$ cat config.mk
export PLATFORM = sky130hd
export DESIGN_NAME = msgpack_value_skipper_top
export DESIGN_NICKNAME = d
export VERILOG_FILES = /design/src/sv/mvs_pkg.sv /design/src/sv/mvs_front.sv /design/src/sv/mvs_queue.sv /design/src/sv/mvs_back.sv /design/src/sv/msgpack_value_skipper_top.sv
export SDC_FILE = /design/constraint.sdc
export NUM_CORES = 1
export LEC_CHECK = 0
export ABC_AREA = 1
export BUFFER_PORTS_ARGS = -buffer_cell sky130_fd_sc_hd__buf_2
export CAP_MARGIN = 0
export CORE_UTILIZATION = 45
export DETAILED_ROUTE_END_ITERATION = 10
export PLACE_DENSITY = 0.68
export SLEW_MARGIN = 20
export SYNTH_ARGS = -nofsm -noshare
export SYNTH_HDL_FRONTEND = slang
export SYNTH_SLANG_ARGS = --single-unit
$ cat constraint.sdc
create_clock -name clk -period 11.6 [get_ports clk]
set_input_delay 0.58 -clock clk [delete_from_list [all_inputs] [get_ports clk]]
set_output_delay 0.58 -clock clk [all_outputs]
set_load 0.02 [all_outputs]
$ cat src/sv/mvs_pkg.sv
package mvs_pkg;

    localparam int OWED_WIDTH_DEF = 40;

    // Parse phase of the back end.
    localparam logic [1:0] PH_TAG     = 2'd0;
    localparam logic [1:0] PH_HEADER  = 2'd1;
    localparam logic [1:0] PH_PAYLOAD = 2'd2;

    // What a length header counts.
    localparam logic [1:0] KIND_BYTES = 2'd0;
    localparam logic [1:0] KIND_EXT   = 2'd1;
    localparam logic [1:0] KIND_ARRAY = 2'd2;
    localparam logic [1:0] KIND_MAP   = 2'd3;

    // Result status codes.
    localparam logic [2:0] ST_BUSY     = 3'd0;
    localparam logic [2:0] ST_DONE     = 3'd1;
    localparam logic [2:0] ST_BADTAG   = 3'd2;
    localparam logic [2:0] ST_TRUNC    = 3'd3;
    localparam logic [2:0] ST_OVERFLOW = 3'd4;

    // Tag classes produced by the front end.
    localparam logic [2:0] CLS_FIN  = 3'd0;
    localparam logic [2:0] CLS_PAY  = 3'd1;
    localparam logic [2:0] CLS_CONT = 3'd2;
    localparam logic [2:0] CLS_HDR  = 3'd3;
    localparam logic [2:0] CLS_BAD  = 3'd4;

    typedef struct packed {
        logic [2:0] cls;
        logic [4:0] count;
        logic [2:0] hdr_bytes;
        logic [1:0] kind;
    } mvs_tag_t;

    typedef struct packed {
        logic [7:0] data;
        logic       last;
        mvs_tag_t   tag;
    } mvs_item_t;

endpackage

$ cat src/sv/mvs_front.sv
module mvs_front (
    input  logic              in_valid,
    output logic              in_stall,
    input  logic [7:0]        data_byte,
    input  logic              buffer_end,
    input  logic              q_full,
    output logic              push,
    output mvs_pkg::mvs_item_t item
);
    import mvs_pkg::*;

    mvs_tag_t tag;

    // Every byte is decoded as if it were a tag; the back end ignores the
    // result when the byte falls in a header or payload.
    always_comb
    begin
        tag.cls       = CLS_FIN;
        tag.count     = 5'd0;
        tag.hdr_bytes = 3'd0;
        tag.kind      = KIND_BYTES;
        if (data_byte <= 8'h7f || data_byte >= 8'he0 || data_byte == 8'hc0
            || data_byte == 8'hc2 || data_byte == 8'hc3)
        begin
            tag.cls = CLS_FIN;
        end
        else if ((data_byte & 8'he0) == 8'ha0)
        begin
            tag.cls   = CLS_PAY;
            tag.count = data_byte[4:0];
        end
        else if ((data_byte & 8'hf0) == 8'h90)
        begin
            tag.cls   = CLS_CONT;
            tag.count = {1'b0, data_byte[3:0]};
        end
        else if ((data_byte & 8'hf0) == 8'h80)
        begin
            tag.cls   = CLS_CONT;
            tag.count = {data_byte[3:0], 1'b0};
        end
        else
        begin
            unique case (data_byte) inside
                8'hc4, 8'hd9:
                begin
                    tag.cls = CLS_HDR; tag.hdr_bytes = 3'd1; tag.kind = KIND_BYTES;
                end
                8'hc5, 8'hda:
                begin
                    tag.cls = CLS_HDR; tag.hdr_bytes = 3'd2; tag.kind = KIND_BYTES;
                end
                8'hc6, 8'hdb:
                begin
                    tag.cls = CLS_HDR; tag.hdr_bytes = 3'd4; tag.kind = KIND_BYTES;
                end
                8'hc7:
                begin
                    tag.cls = CLS_HDR; tag.hdr_bytes = 3'd1; tag.kind = KIND_EXT;
                end
                8'hc8:
                begin
                    tag.cls = CLS_HDR; tag.hdr_bytes = 3'd2; tag.kind = KIND_EXT;
                end
                8'hc9:
                begin
                    tag.cls = CLS_HDR; tag.hdr_bytes = 3'd4; tag.kind = KIND_EXT;
                end
                8'hdc:
                begin
                    tag.cls = CLS_HDR; tag.hdr_bytes = 3'd2; tag.kind = KIND_ARRAY;
                end
                8'hdd:
                begin
                    tag.cls = CLS_HDR; tag.hdr_bytes = 3'd4; tag.kind = KIND_ARRAY;
                end
                8'hde:
                begin
                    tag.cls = CLS_HDR; tag.hdr_bytes = 3'd2; tag.kind = KIND_MAP;
                end
                8'hdf:
                begin
                    tag.cls = CLS_HDR; tag.hdr_bytes = 3'd4; tag.kind = KIND_MAP;
                end
                8'hcc, 8'hd0:
                begin
                    tag.cls = CLS_PAY; tag.count = 5'd1;
                end
                8'hcd, 8'hd1, 8'hd4:
                begin
                    tag.cls = CLS_PAY; tag.count = 5'd2;
                end
                8'hd5:
                begin
                    tag.cls = CLS_PAY; tag.count = 5'd3;
                end
                8'hca, 8'hce, 8'hd2:
                begin
                    tag.cls = CLS_PAY; tag.count = 5'd4;
                end
                8'hd6:
                begin
                    tag.cls = CLS_PAY; tag.count = 5'd5;
                end
                8'hcb, 8'hcf, 8'hd3:
                begin
                    tag.cls = CLS_PAY; tag.count = 5'd8;
                end
                8'hd7:
                begin
                    tag.cls = CLS_PAY; tag.count = 5'd9;
                end
                8'hd8:
                begin
                    tag.cls = CLS_PAY; tag.count = 5'd17;
                end
                default:
                begin
                    tag.cls = CLS_BAD;
                end
            endcase
        end
    end

    assign in_stall  = q_full;
    assign push      = in_valid && !q_full;
    assign item.data = data_byte;
    assign item.last = buffer_end;
    assign item.tag  = tag;

endmodule

$ cat src/sv/mvs_queue.sv
module mvs_queue (
    input  logic               clk,
    input  logic               rst_n,
    input  logic               push,
    input  mvs_pkg::mvs_item_t wr_item,
    output logic               full,
    input  logic               pop,
    output mvs_pkg::mvs_item_t rd_item,
    output logic               not_empty
);
    import mvs_pkg::*;

    mvs_item_t  slot_reg [2];
    logic       wr_ptr_reg;
    logic       rd_ptr_reg;
    logic [1:0] count_reg;
    logic [1:0] count_next;

    always_ff @(posedge clk)
    begin
        if (push)
        begin
            slot_reg[wr_ptr_reg] <= wr_item;
        end
    end

    always_comb
    begin
        count_next = count_reg;
        if (push && !pop)
        begin
            count_next = count_reg + 2'd1;
        end
        else if (pop && !push)
        begin
            count_next = count_reg - 2'd1;
        end
    end

    always_ff @(posedge clk or negedge rst_n)
    begin
        if (!rst_n)
        begin
            wr_ptr_reg <= 1'b0;
            rd_ptr_reg <= 1'b0;
            count_reg  <= 2'd0;
        end
        else
        begin
            if (push)
            begin
                wr_ptr_reg <= ~wr_ptr_reg;
            end
            if (pop)
            begin
                rd_ptr_reg <= ~rd_ptr_reg;
            end
            count_reg <= count_next;
        end
    end

    assign full      = (count_reg == 2'd2);
    assign not_empty = (count_reg != 2'd0);
    assign rd_item   = slot_reg[rd_ptr_reg];

endmodule

$ cat src/sv/mvs_back.sv
module mvs_back #(
    parameter int OWED_WIDTH = mvs_pkg::OWED_WIDTH_DEF
) (
    input  logic               clk,
    input  logic               rst_n,
    input  mvs_pkg::mvs_item_t item,
    input  logic               not_empty,
    output logic               pop,
    output logic               out_valid,
    input  logic               out_stall,
    output logic [2:0]         status,
    output logic [31:0]        value_length
);
    import mvs_pkg::*;

    // owed_base_reg holds the count of values still owed minus one; the
    // owed count is never zero at the start of a transaction.
    logic [1:0]            phase_reg,        phase_next;
    logic [2:0]            header_left_reg,  header_left_next;
    logic [1:0]            length_kind_reg,  length_kind_next;
    logic [31:0]           length_accum_reg, length_accum_next;
    logic [32:0]           payload_left_reg, payload_left_next;
    logic [OWED_WIDTH-1:0] owed_base_reg,    owed_base_next;
    logic [31:0]           byte_count_reg,   byte_count_next;
    logic                  out_valid_reg;
    logic [2:0]            status_reg,       status_next;
    logic [31:0]           value_length_reg;

    logic [31:0]         accum_shift;
    logic [2:0]          hl_dec;
    logic [32:0]         pl_dec;
    logic                act_fin_raw;
    logic                act_pay;
    logic                act_cont;
    logic                act_bad;
    logic                act_hdr;
    logic [32:0]         pay_n;
    logic [32:0]         children;
    logic [OWED_WIDTH:0] cont_sum;
    logic                act_fin;
    logic                owed_zero;
    logic                ovf;

    assign pop = not_empty && (!out_valid_reg || !out_stall);

    assign accum_shift = {length_accum_reg[23:0], item.data};
    assign hl_dec = (header_left_reg != 3'd0) ? header_left_reg - 3'd1 : 3'd0;
    assign pl_dec = (payload_left_reg != 33'd0) ? payload_left_reg - 33'd1 : 33'd0;

    // Work out what this byte does, given the phase.
    always_comb
    begin
        act_fin_raw = 1'b0;
        act_pay     = 1'b0;
        act_cont    = 1'b0;
        act_bad     = 1'b0;
        act_hdr     = 1'b0;
        pay_n       = 33'd0;
        children    = 33'd0;
        unique case (phase_reg)
            PH_HEADER:
            begin
                if (hl_dec == 3'd0)
                begin
                    unique case (length_kind_reg)
                        KIND_BYTES:
                        begin
                            act_pay = 1'b1;
                            pay_n   = {1'b0, accum_shift};
                        end
                        KIND_EXT:
                        begin
                            act_pay = 1'b1;
                            pay_n   = {1'b0, accum_shift} + 33'd1;
                        end
                        KIND_ARRAY:
                        begin
                            act_cont = 1'b1;
                            children = {1'b0, accum_shift};
                        end
                        default:
                        begin
                            act_cont = 1'b1;
                            children = {accum_shift, 1'b0};
                        end
                    endcase
                end
            end
            PH_PAYLOAD:
            begin
                act_fin_raw = (pl_dec == 33'd0);
            end
            default:
            begin
                unique case (item.tag.cls)
                    CLS_FIN:
                    begin
                        act_fin_raw = 1'b1;
                    end
                    CLS_PAY:
                    begin
                        act_pay = 1'b1;
                        pay_n   = {28'd0, item.tag.count};
                    end
                    CLS_CONT:
                    begin
                        act_cont = 1'b1;
                        children = {28'd0, item.tag.count};
                    end
                    CLS_HDR:
                    begin
                        act_hdr = 1'b1;
                    end
                    default:
                    begin
                        act_bad = 1'b1;
                    end
                endcase
            end
        endcase
    end

    // Retire the container and add its children in one add.
    assign cont_sum = {1'b0, owed_base_reg} + (OWED_WIDTH + 1)'(children - 33'd1);

    always_comb
    begin
        phase_next        = phase_reg;
        header_left_next  = header_left_reg;
        length_kind_next  = length_kind_reg;
        length_accum_next = length_accum_reg;
        payload_left_next = payload_left_reg;
        owed_base_next    = owed_base_reg;
        byte_count_next   = (byte_count_reg == '1) ? byte_count_reg : byte_count_reg + 32'd1;
        owed_zero         = 1'b0;
        ovf               = 1'b0;
        act_fin           = act_fin_raw
                            || (act_pay && pay_n == 33'd0)
                            || (act_cont && children == 33'd0);

        if (phase_reg == PH_HEADER)
        begin
            length_accum_next = accum_shift;
            header_left_next  = hl_dec;
        end
        else if (phase_reg == PH_PAYLOAD)
        begin
            payload_left_next = pl_dec;
        end

        if (act_hdr)
        begin
            phase_next        = PH_HEADER;
            header_left_next  = item.tag.hdr_bytes;
            length_kind_next  = item.tag.kind;
            length_accum_next = 32'd0;
        end

        if (act_fin)
        begin
            phase_next     = PH_TAG;
            owed_zero      = (owed_base_reg == '0);
            owed_base_next = owed_base_reg - OWED_WIDTH'(1);
        end
        else if (act_pay)
        begin
            phase_next        = PH_PAYLOAD;
            payload_left_next = pay_n;
        end
        else if (act_cont)
        begin
            phase_next     = PH_TAG;
            owed_base_next = cont_sum[OWED_WIDTH-1:0];
            ovf            = cont_sum[OWED_WIDTH] || (&cont_sum[OWED_WIDTH-1:0]);
        end

        if (act_bad)
        begin
            status_next = ST_BADTAG;
        end
        else if (ovf)
        begin
            status_next = ST_OVERFLOW;
        end
        else if (owed_zero)
        begin
            status_next = ST_DONE;
        end
        else if (item.last)
        begin
            status_next = ST_TRUNC;
        end
        else
        begin
            status_next = ST_BUSY;
        end

        // Any final status starts a fresh value on the next byte.
        if (status_next != ST_BUSY)
        begin
            phase_next        = PH_TAG;
            header_left_next  = 3'd0;
            length_kind_next  = KIND_BYTES;
            length_accum_next = 32'd0;
            payload_left_next = 33'd0;
            owed_base_next    = '0;
            byte_count_next   = 32'd0;
        end
    end

    always_ff @(posedge clk or negedge rst_n)
    begin
        if (!rst_n)
        begin
            phase_reg        <= PH_TAG;
            header_left_reg  <= 3'd0;
            length_kind_reg  <= KIND_BYTES;
            length_accum_reg <= 32'd0;
            payload_left_reg <= 33'd0;
            owed_base_reg    <= '0;
            byte_count_reg   <= 32'd0;
            out_valid_reg    <= 1'b0;
        end
        else
        begin
            if (pop)
            begin
                phase_reg        <= phase_next;
                header_left_reg  <= header_left_next;
                length_kind_reg  <= length_kind_next;
                length_accum_reg <= length_accum_next;
                payload_left_reg <= payload_left_next;
                owed_base_reg    <= owed_base_next;
                byte_count_reg   <= byte_count_next;
                out_valid_reg    <= 1'b1;
            end
            else if (!out_stall)
            begin
                out_valid_reg <= 1'b0;
            end
        end
    end

    always_ff @(posedge clk)
    begin
        if (pop)
        begin
            status_reg       <= status_next;
            value_length_reg <= (byte_count_reg == '1) ? byte_count_reg
                                                       : byte_count_reg + 32'd1;
        end
    end

    assign out_valid    = out_valid_reg;
    assign status       = status_reg;
    assign value_length = value_length_reg;

    a_restart: assert property (@(posedge clk) disable iff (!rst_n)
        pop && status_next != ST_BUSY |=>
            phase_reg == PH_TAG && owed_base_reg == '0 && byte_count_reg == 32'd0)
        else $error("state not cleared after a final status");

    a_phase: assert property (@(posedge clk) disable iff (!rst_n)
        phase_reg != 2'd3)
        else $error("unused parse phase entered");

    a_header: assert property (@(posedge clk) disable iff (!rst_n)
        phase_reg == PH_HEADER |-> header_left_reg != 3'd0)
        else $error("header phase with no header bytes left");

    a_payload: assert property (@(posedge clk) disable iff (!rst_n)
        phase_reg == PH_PAYLOAD |-> payload_left_reg != 33'd0)
        else $error("payload phase with no payload bytes left");

endmodule

$ cat src/sv/msgpack_value_skipper_top.sv
// A byte accepted at a clock edge is written into the queue at that edge; the
// parse stage pops it and registers its result once the output register is free.
// Throughput: one byte per cycle while out_stall is low; the owed-count adder
// and the length counters in the parse stage are combinational.
// Reset (asynchronous, active low) empties the queue and the output register
// and leaves the parser expecting a tag with one value owed.
module msgpack_value_skipper_top #(
    parameter int OWED_WIDTH = mvs_pkg::OWED_WIDTH_DEF
) (
    input  logic        clk,
    input  logic        rst_n,
    input  logic        in_valid,
    output logic        in_stall,
    input  logic [7:0]  data_byte,
    input  logic        buffer_end,
    output logic        out_valid,
    input  logic        out_stall,
    output logic [2:0]  status,
    output logic [31:0] value_length
);
    import mvs_pkg::*;

    mvs_item_t wr_item;
    mvs_item_t rd_item;
    logic      push;
    logic      pop;
    logic      q_full;
    logic      q_not_empty;

    mvs_front u_front (
        .in_valid   (in_valid),
        .in_stall   (in_stall),
        .data_byte  (data_byte),
        .buffer_end (buffer_end),
        .q_full     (q_full),
        .push       (push),
        .item       (wr_item)
    );

    mvs_queue u_queue (
        .clk       (clk),
        .rst_n     (rst_n),
        .push      (push),
        .wr_item   (wr_item),
        .full      (q_full),
        .pop       (pop),
        .rd_item   (rd_item),
        .not_empty (q_not_empty)
    );

    mvs_back #(
        .OWED_WIDTH (OWED_WIDTH)
    ) u_back (
        .clk          (clk),
        .rst_n        (rst_n),
        .item         (rd_item),
        .not_empty    (q_not_empty),
        .pop          (pop),
        .out_valid    (out_valid),
        .out_stall    (out_stall),
        .status       (status),
        .value_length (value_length)
    );

endmodule

### After elaboration in Yosys (flattened, before gate mapping)

Memories as Yosys holds them, arrays and structs flattened.
Index checks and enable logic that the tools add are counted.

* bits in registers: 176
* memory bits (writable): 44
* bits of input ports: 13
* word-level logic and storage cells: 197
* memories: 1

* add/subtract/negate cells: 9
* magnitude comparators: 2
* equality and inequality tests: 45
* multiplexer cells: 73
* bitwise operators: 2
* reductions and logical operators: 52

Memories
* u_queue.slot_reg: depth 2, width 22, rd ports 1, clocked after Yosys merged registers in 0, wr ports 1, line mvs_queue.sv:13 `mvs_item_t slot_reg [2];`

Operators by type and width (count)
* $mux 33: 8
* $pmux 33 s2: 4
* $eq 8x8->1 const B: 31
* $mux 40: 4
* $logic_not 33->1: 3
* $mux 24: 3
* $mux 32: 2
* $pmux 5 s10: 1
* $add 40x41->41: 1
* $logic_not 40->1: 1
* $pmux 5 s8: 1
* $reduce_and 40->1: 1
* $sub 40x1->40 const B: 1
* $sub 33x1->34 const B: 1
* $add 32x1->33 const B: 1
* $reduce_bool 33->1: 1
* $sub 33x1->33 const B: 1
* $add 32x1->32 const B: 1
* $eq 32x32->1 const B: 1
* $mux 5: 5
* $mux 3: 8
* $mux 8: 3
* $mux 2: 10
* $mux 1: 19
* other kinds (32): 71

### Logic depth before layout (Yosys ltp)

* word-level depth: 17
* gate-level depth with buffers: 43

### By module

From an unflattened synthesis, not the netlist that was laid out.

* cells, all modules: 3019
* area total of the unflattened synthesis: 19213.4 µm²

Modules (own cells, without submodules)
* mvs_back: instances 1, cells each 2791, area an instance 16772.3 µm²
* mvs_queue: instances 1, cells each 93, area an instance 1798.0 µm²
* mvs_front: instances 1, cells each 135, area an instance 643.1 µm²

### Worst setup path after synthesis

Ideal clock, no wire load.

* kind: reg2reg
* start point: register u_back.phase_reg[0]
* end point: register u_back.payload_left_reg[16]
* library setup time: 0.190 ns
* arrival: 5.091 ns
* slack: 6.319 ns
* stages on the path, launching flop included: 39
* buffers on the path: 3
* path through: dfrtp_1 > inv_1 > ha_1 > nor2_4 > nand2_2 > nor2_4 > inv_2 > buf_2 > o21ai_0 > inv_1 > ha_1 > nand3_1 > nor2_1 > nand2_1 > nor2_2 > inv_1 > nor4_1 > nand2_1 > [... 3 more ...] > a21boi_0 > nand2_1 > a21oi_1 > nand2_1 > nand2_1 > nand2_1 > nor2_1 > nand2_1 > nor2_1 > nand3_1 > nor2_1 > nor2_2 > nor2_4 > nor2_8 > nand2_2 > buf_4 > buf_6 > o22ai_2

* word-level cells in the longest chain between the ends: 13

RTL lines
* start: declaration: line mvs_back.sv:18 `logic [1:0] phase_reg, phase_next;`
* start signal: assignment: line mvs_back.sv:228 `phase_reg <= phase_next;`
* $eq 2x2->1 / $eq 2x1->1 (equally long branches): line mvs_back.sv:60 `unique case (phase_reg)`
* $pmux 33 s2: line mvs_back.sv:60
* $sub 33x1->34: line mvs_back.sv:124 `assign cont_sum = {1'b0, owed_base_reg} + (OWED_WIDTH + 1)'(children - 33'd1);`
* $add 40x41->41: line mvs_back.sv:124
* $reduce_and 40->1: line mvs_back.sv:174 `ovf = cont_sum[OWED_WIDTH] || (&cont_sum[OWED_WIDTH-1:0]);`
* $logic_or 1x1->1: line mvs_back.sv:174
* $mux 1: line mvs_back.sv:170 `else if (act_cont)`
* $mux 1: line mvs_back.sv:165 `else if (act_pay)`
* $mux 1: line mvs_back.sv:159 `if (act_fin)`
* $mux 3: line mvs_back.sv:181 `else if (ovf)`
* $mux 3 *: line mvs_back.sv:177 `if (act_bad)`
* named net u_back.status_next[2]: line mvs_back.sv:26 `logic [2:0] status_reg, status_next;`
* $reduce_bool 3->1 *: line mvs_back.sv:199 `if (status_next != ST_BUSY)`
* $mux 33 *: line mvs_back.sv:199
* end signal: assignment: line mvs_back.sv:232 `payload_left_reg <= payload_left_next;`
* end: declaration: line mvs_back.sv:22 `logic [32:0] payload_left_reg, payload_left_next;`

Mark *: on every way through the listed nets, which the timed path passes. The rest lies on a longest branch.
A chain may end at the register's enable or synchronous reset.

### Worst setup path in the final report

* start point: register u_queue.rd_ptr_reg
* end point: register u_back.length_accum_reg[7]

* word-level cells in the longest chain between the ends: 16

RTL lines
* start: declaration: line mvs_queue.sv:15 `logic rd_ptr_reg;`
* start signal: assignment: line mvs_queue.sv:56 `rd_ptr_reg <= ~rd_ptr_reg;`
* $mem_v2 2x22 *
* $eq 3x2->1 / $pmux 33 s2 (equally long branches): line mvs_back.sv:95, mvs_back.sv:65
* $mux 5 / $mux 33 (equally long branches): line mvs_back.sv:95, mvs_back.sv:63
* $pmux 33 s2: line mvs_back.sv:60
* $sub 33x1->34: line mvs_back.sv:124
* $add 40x41->41: line mvs_back.sv:124
* $reduce_and 40->1: line mvs_back.sv:174
* $logic_or 1x1->1: line mvs_back.sv:174
* $mux 1: line mvs_back.sv:170
* $mux 1: line mvs_back.sv:165
* $mux 1: line mvs_back.sv:159
* $mux 3: line mvs_back.sv:181
* $mux 3 *: line mvs_back.sv:177
* named net u_back.status_next[2]: line mvs_back.sv:26
* $reduce_bool 3->1 *: line mvs_back.sv:199
* $reduce_bool 3->1 (no line)
* $reduce_and 2->1 (no line)
* end signal: assignment: line mvs_back.sv:231 `length_accum_reg <= length_accum_next;`
* end: declaration: line mvs_back.sv:21 `logic [31:0] length_accum_reg, length_accum_next;`

Mark *: on every way through the listed nets, which the timed path passes. The rest lies on a longest branch. The select of a mux whose other input is x is not followed.

==> results_tabular.tex <==
\begin{tabular}{lr}
\hline
Metric & Value \\
\hline
\multicolumn{2}{l}{\textbf{Clocking}} \\
\quad CTS clock-pin slew for the worst setup and hold paths & 0.06 ns \\
\quad Number of buffers added by the clock tree synthesis step & 26 \\
\quad Post-CTS Resized & 0 \\
\quad Post-cts hold buffer count & 0 \\
\quad Clk root buf & sky130\_fd\_sc\_hd\_\_clkbuf\_16 \\
\quad Clock Path Buffers & 3 \\
\quad Sink Count & 220 \\
\quad TritonCTS clock tree & built \\
\quad H-tree levels & 1 \\
\quad Clock insertion delay at the later pin of the skew report & 0.55 ns \\
\quad Setup fix buffers added after clock tree synthesis & 0 \\
\multicolumn{2}{l}{\textbf{Timing}} \\
\quad RSZ-0062 raised after global routing & false \\
\quad Number of failing hold endpoints at the final stage & 0 \\
\quad Max Freq & 0.127 GHz \\
\quad Number of pins with negative max-slew slack in the final report & 0 \\
\quad Max-slew headroom & 39.3\% \\
\quad Setup\_tns & 0 ns \\
\quad Worst Slack Setup Final & 3.73 ns \\
\quad Number of failing setup endpoints in the final timing report & 0 \\
\quad Setup Skew & 0.0137 ns \\
\quad Clock period minus worst slack & 7.87 ns \\
\quad Transition at the pin with the smallest max-transition slack & 0.910 ns \\
\quad Ratio of final minimum period to clock period & 67.8\% \\
\multicolumn{2}{l}{\textbf{Setup path}} \\
\quad Required time of the critical path & 12.08 ns \\
\quad Highest-delay cell along the critical path & sky130\_fd\_sc\_hd\_\_dfrtp\_1 \\
\quad Crit Path Category & reg -> reg \\
\quad R2R Path End & u\_back.length\_accum\_reg[7] \\
\quad Internal reg-to-reg setup slack & 3.73 ns \\
\quad Crit path top cell by count & sky130\_fd\_sc\_hd\_\_nand2\_1 \\
\quad Source of the worst register-to-register timing path & u\_queue.rd\_ptr\_reg \\
\quad Crit end category & flip-flop \\
\quad Worst-path fanout max & 50 \\
\quad CP arrival & 8.35 ns \\
\quad Largest incremental delay on the critical path & 0.90 ns \\
\quad Sort of element at the start of the critical path & flip-flop \\
\quad R2r worst-path depth & 35 \\
\multicolumn{2}{l}{\textbf{Outcome}} \\
\quad Run status & completed \\
\multicolumn{2}{l}{\textbf{Yosys}} \\
\quad Net count of the mapped netlist & 2930 \\
\quad Number of warnings printed during yosys synthesis & 0 \\
\quad Most instantiated library cell after synthesis & sky130\_fd\_sc\_hd\_\_nand2\_1 \\
\quad Number of flops mapped to enable cells by yosys & 79 \\
\quad Flop and latch count out of synthesis & 220 \\
\quad Share of the synthesized area in the top cell type & 18.9\% \\
\quad Main flop type after synthesis & sky130\_fd\_sc\_hd\_\_dfrtp\_1 \\
\quad Average cell area after synthesis & 6.51 µm² \\
\quad Async SR Flop Fraction & 64.1\% \\
\quad Synth area leaders & sky130\_fd\_sc\_hd\_\_dfrtp\_1 (19\%), sky130\_fd\_sc\_hd\_\_nand2\_1 (18\%), sky130\_fd\_sc\_hd\_\_edfxtp\_1 (13\%) \\
\quad Cell area after synthesis & 18600 µm² \\
\quad Unique cell type count in the Yosys netlist & 62 \\
\quad Gate count after technology mapping & 2863 \\
\quad Library cell with the largest summed area after synthesis & sky130\_fd\_sc\_hd\_\_dfrtp\_1 \\
\quad Post-synthesis sequential area ratio & 31.7\% \\
\quad Leading cell types by count after synthesis & sky130\_fd\_sc\_hd\_\_nand2\_1 (918), sky130\_fd\_sc\_hd\_\_inv\_1 (367), sky130\_fd\_sc\_hd\_\_nor2\_1 (324), sky130\_fd\_sc\_hd\_\_nand3\_1 (203), sky130\_fd\_sc\_hd\_\_o21ai\_0 (146) \\
\multicolumn{2}{l}{\textbf{Layout}} \\
\quad Layout cell share with drive strength beyond 1 & 5.97\% \\
\quad Final standard cell count with taps included and fillers excluded & 3413 \\
\quad Flip-flop count of the largest register, all copies and words added & 44 \\
\quad Fill cell total of the finished layout & 4124 \\
\quad \# diodes & 0 \\
\quad Synthesis-to-finish area growth & 7.99\% \\
\quad Fin nets & 2928 \\
\multicolumn{2}{l}{\textbf{Placed design}} \\
\quad Dpl hpwl & 43700 µm \\
\quad Placed cells & 3365 \\
\quad Post-placement setup slack & 3.71 ns \\
\quad Gpl congestion & 0.997 \\
\quad IO Port Bufs & 49 \\
\multicolumn{2}{l}{\textbf{Routing}} \\
\quad Detailed-route via count & 18900 \\
\quad Number of antenna-violating nets in the routed design & 0 \\
\quad Number of remaining DRC errors & 0 \\
\quad Post-DR wirelength/cell & 16.8 µm \\
\quad Number of iterations in the first detailed-routing pass & 5 \\
\quad Violation count after the first detailed-routing iteration & 1892 \\
\quad DRT Wirelength & 57400 µm \\
\quad Via-to-Cell Ratio & 5.55 \\
\multicolumn{2}{l}{\textbf{Floorplan}} \\
\quad Area of the core region & 40800 µm² \\
\quad Die X-Extent & 206 µm \\
\quad Effective utilization at floorplan & 45.7\% \\
\quad Top-level I/O count & 50 \\
\quad Die area & 42200 µm² \\
\quad Standard-cell rows & 74 \\
\quad Vertical die dimension & 206 µm \\
\multicolumn{2}{l}{\textbf{Global routing}} \\
\quad Antenna violations before repair & 0 \\
\quad Via count of the first global-routing pass & 17700 \\
\quad Pin count of the biggest net entering global routing & 87 \\
\quad Total routing usage reported by global routing & 27.5\% \\
\quad Global-route wire length before repair & 92800 µm \\
\quad Sum of overflow across all layers after global routing & 0 \\
\multicolumn{2}{l}{\textbf{Flow run}} \\
\quad Max-cap check violation count & 0 \\
\multicolumn{2}{l}{\textbf{Worst hold path}} \\
\quad Path category of the worst min-delay check & in -> async \\
\hline
\end{tabular}
-- kinds of logic after synthesis --
group                    Yosys count  synth area share, %
AND/OR/NAND/NOR                 1675                 38.6
buffers and inverters            471                 9.99
multiplexers                       2                0.107
XOR/XNOR                         117                 5.50
adder cells (fa/ha/maj)           54                 3.66
flip-flops                       220                 31.7
AO/OA/AOI/OAI                    324                 10.5
-- worst max-delay path by stage --
stage | from | to | slack, ns | cells after the start
3_3_place_gp | u_queue.rd_ptr_reg | u_back.byte_count_reg[24] | 3.78 | 32
4_1_cts | u_queue.rd_ptr_reg | u_back.byte_count_reg[14] | 3.69 | 32
2_1_floorplan | u_back.phase_reg[0] | u_back.payload_left_reg[16] | 6.32 | 38
3_5_place_dp | u_queue.rd_ptr_reg | u_back.byte_count_reg[24] | 3.71 | 32
6_report | u_queue.rd_ptr_reg | u_back.length_accum_reg[7] | 3.73 | 35
5_1_grt | u_queue.rd_ptr_reg | u_back.length_accum_reg[15] | 2.98 | 35
-- final cells by class --
type                       instances  area (µm²)  area share [%]
clock buffer                      32         726            3.60
clock inverter                    16         156           0.777
inverter                         380        1430            7.11
sequential                       220        5900            29.3
timing repair buffer              61         342            1.70
multi-input combinational       2172       10900            54.2
tap                              532         666            3.31
-- cell usage in the layout, fill, tap and decap left out, drive strengths merged, types with 2 or more instances in the layout --
master and count:
o22ai 65, bufinv 2, a21o 3, or2 6
edfxtp 79, nor4 18, nor3 44, nand2 924
clkbuf 32, dfrtp 141, nor3b 3, and2 3
a22oi 15, nand4 110, o21a 2, inv 380
nor2 339, xnor2 29, nand3 206, clkinv 12
clkinvlp 2, o21bai 11, o2111ai 4, o211ai 3
o21ai 156, and3 3, o221ai 4, buf 61
mux2i 2, a21oi 49, a31oi 4, nand3b 16
ha 53, xor2 88
-- metrics by stage --
step,hold slack (ns),utilization (%),instance area [µm²]
floorplan,0.284,-,18600
global placement,0.478,47.1,19200
detailed placement,0.488,47.1,19200
CTS,0.154,49.3,20100
global route,0.190,49.3,20100
finish,0.117,49.3,20100
-- routing by layer --
metal	GRT usage [%]	up-vias	wire length [µm]
li1	-	9346	-
met3	3.17	106	3830
met5	0	-	0
met4	8.49	0	1690
met2	44.6	688	26100
met1	38.1	8799	25800
-- worst max-delay path: cells and delay by family, from the launching register on --
| family | cells | cell delay [ns] |
|---|---|---|
| AND/OR/NAND/NOR | 26 | 4.40 |
| buffers and inverters | 4 | 1.13 |
| flip-flops | 1 | 0.90 |
| XOR/XNOR | 1 | 0.19 |
| AO/OA/AOI/OAI | 2 | 0.58 |
| adder cells (fa/ha/maj) | 2 | 0.58 |
Power is not shown: default switching activity piles up to over one toggle a cycle in this logic, so the estimate is an artifact.
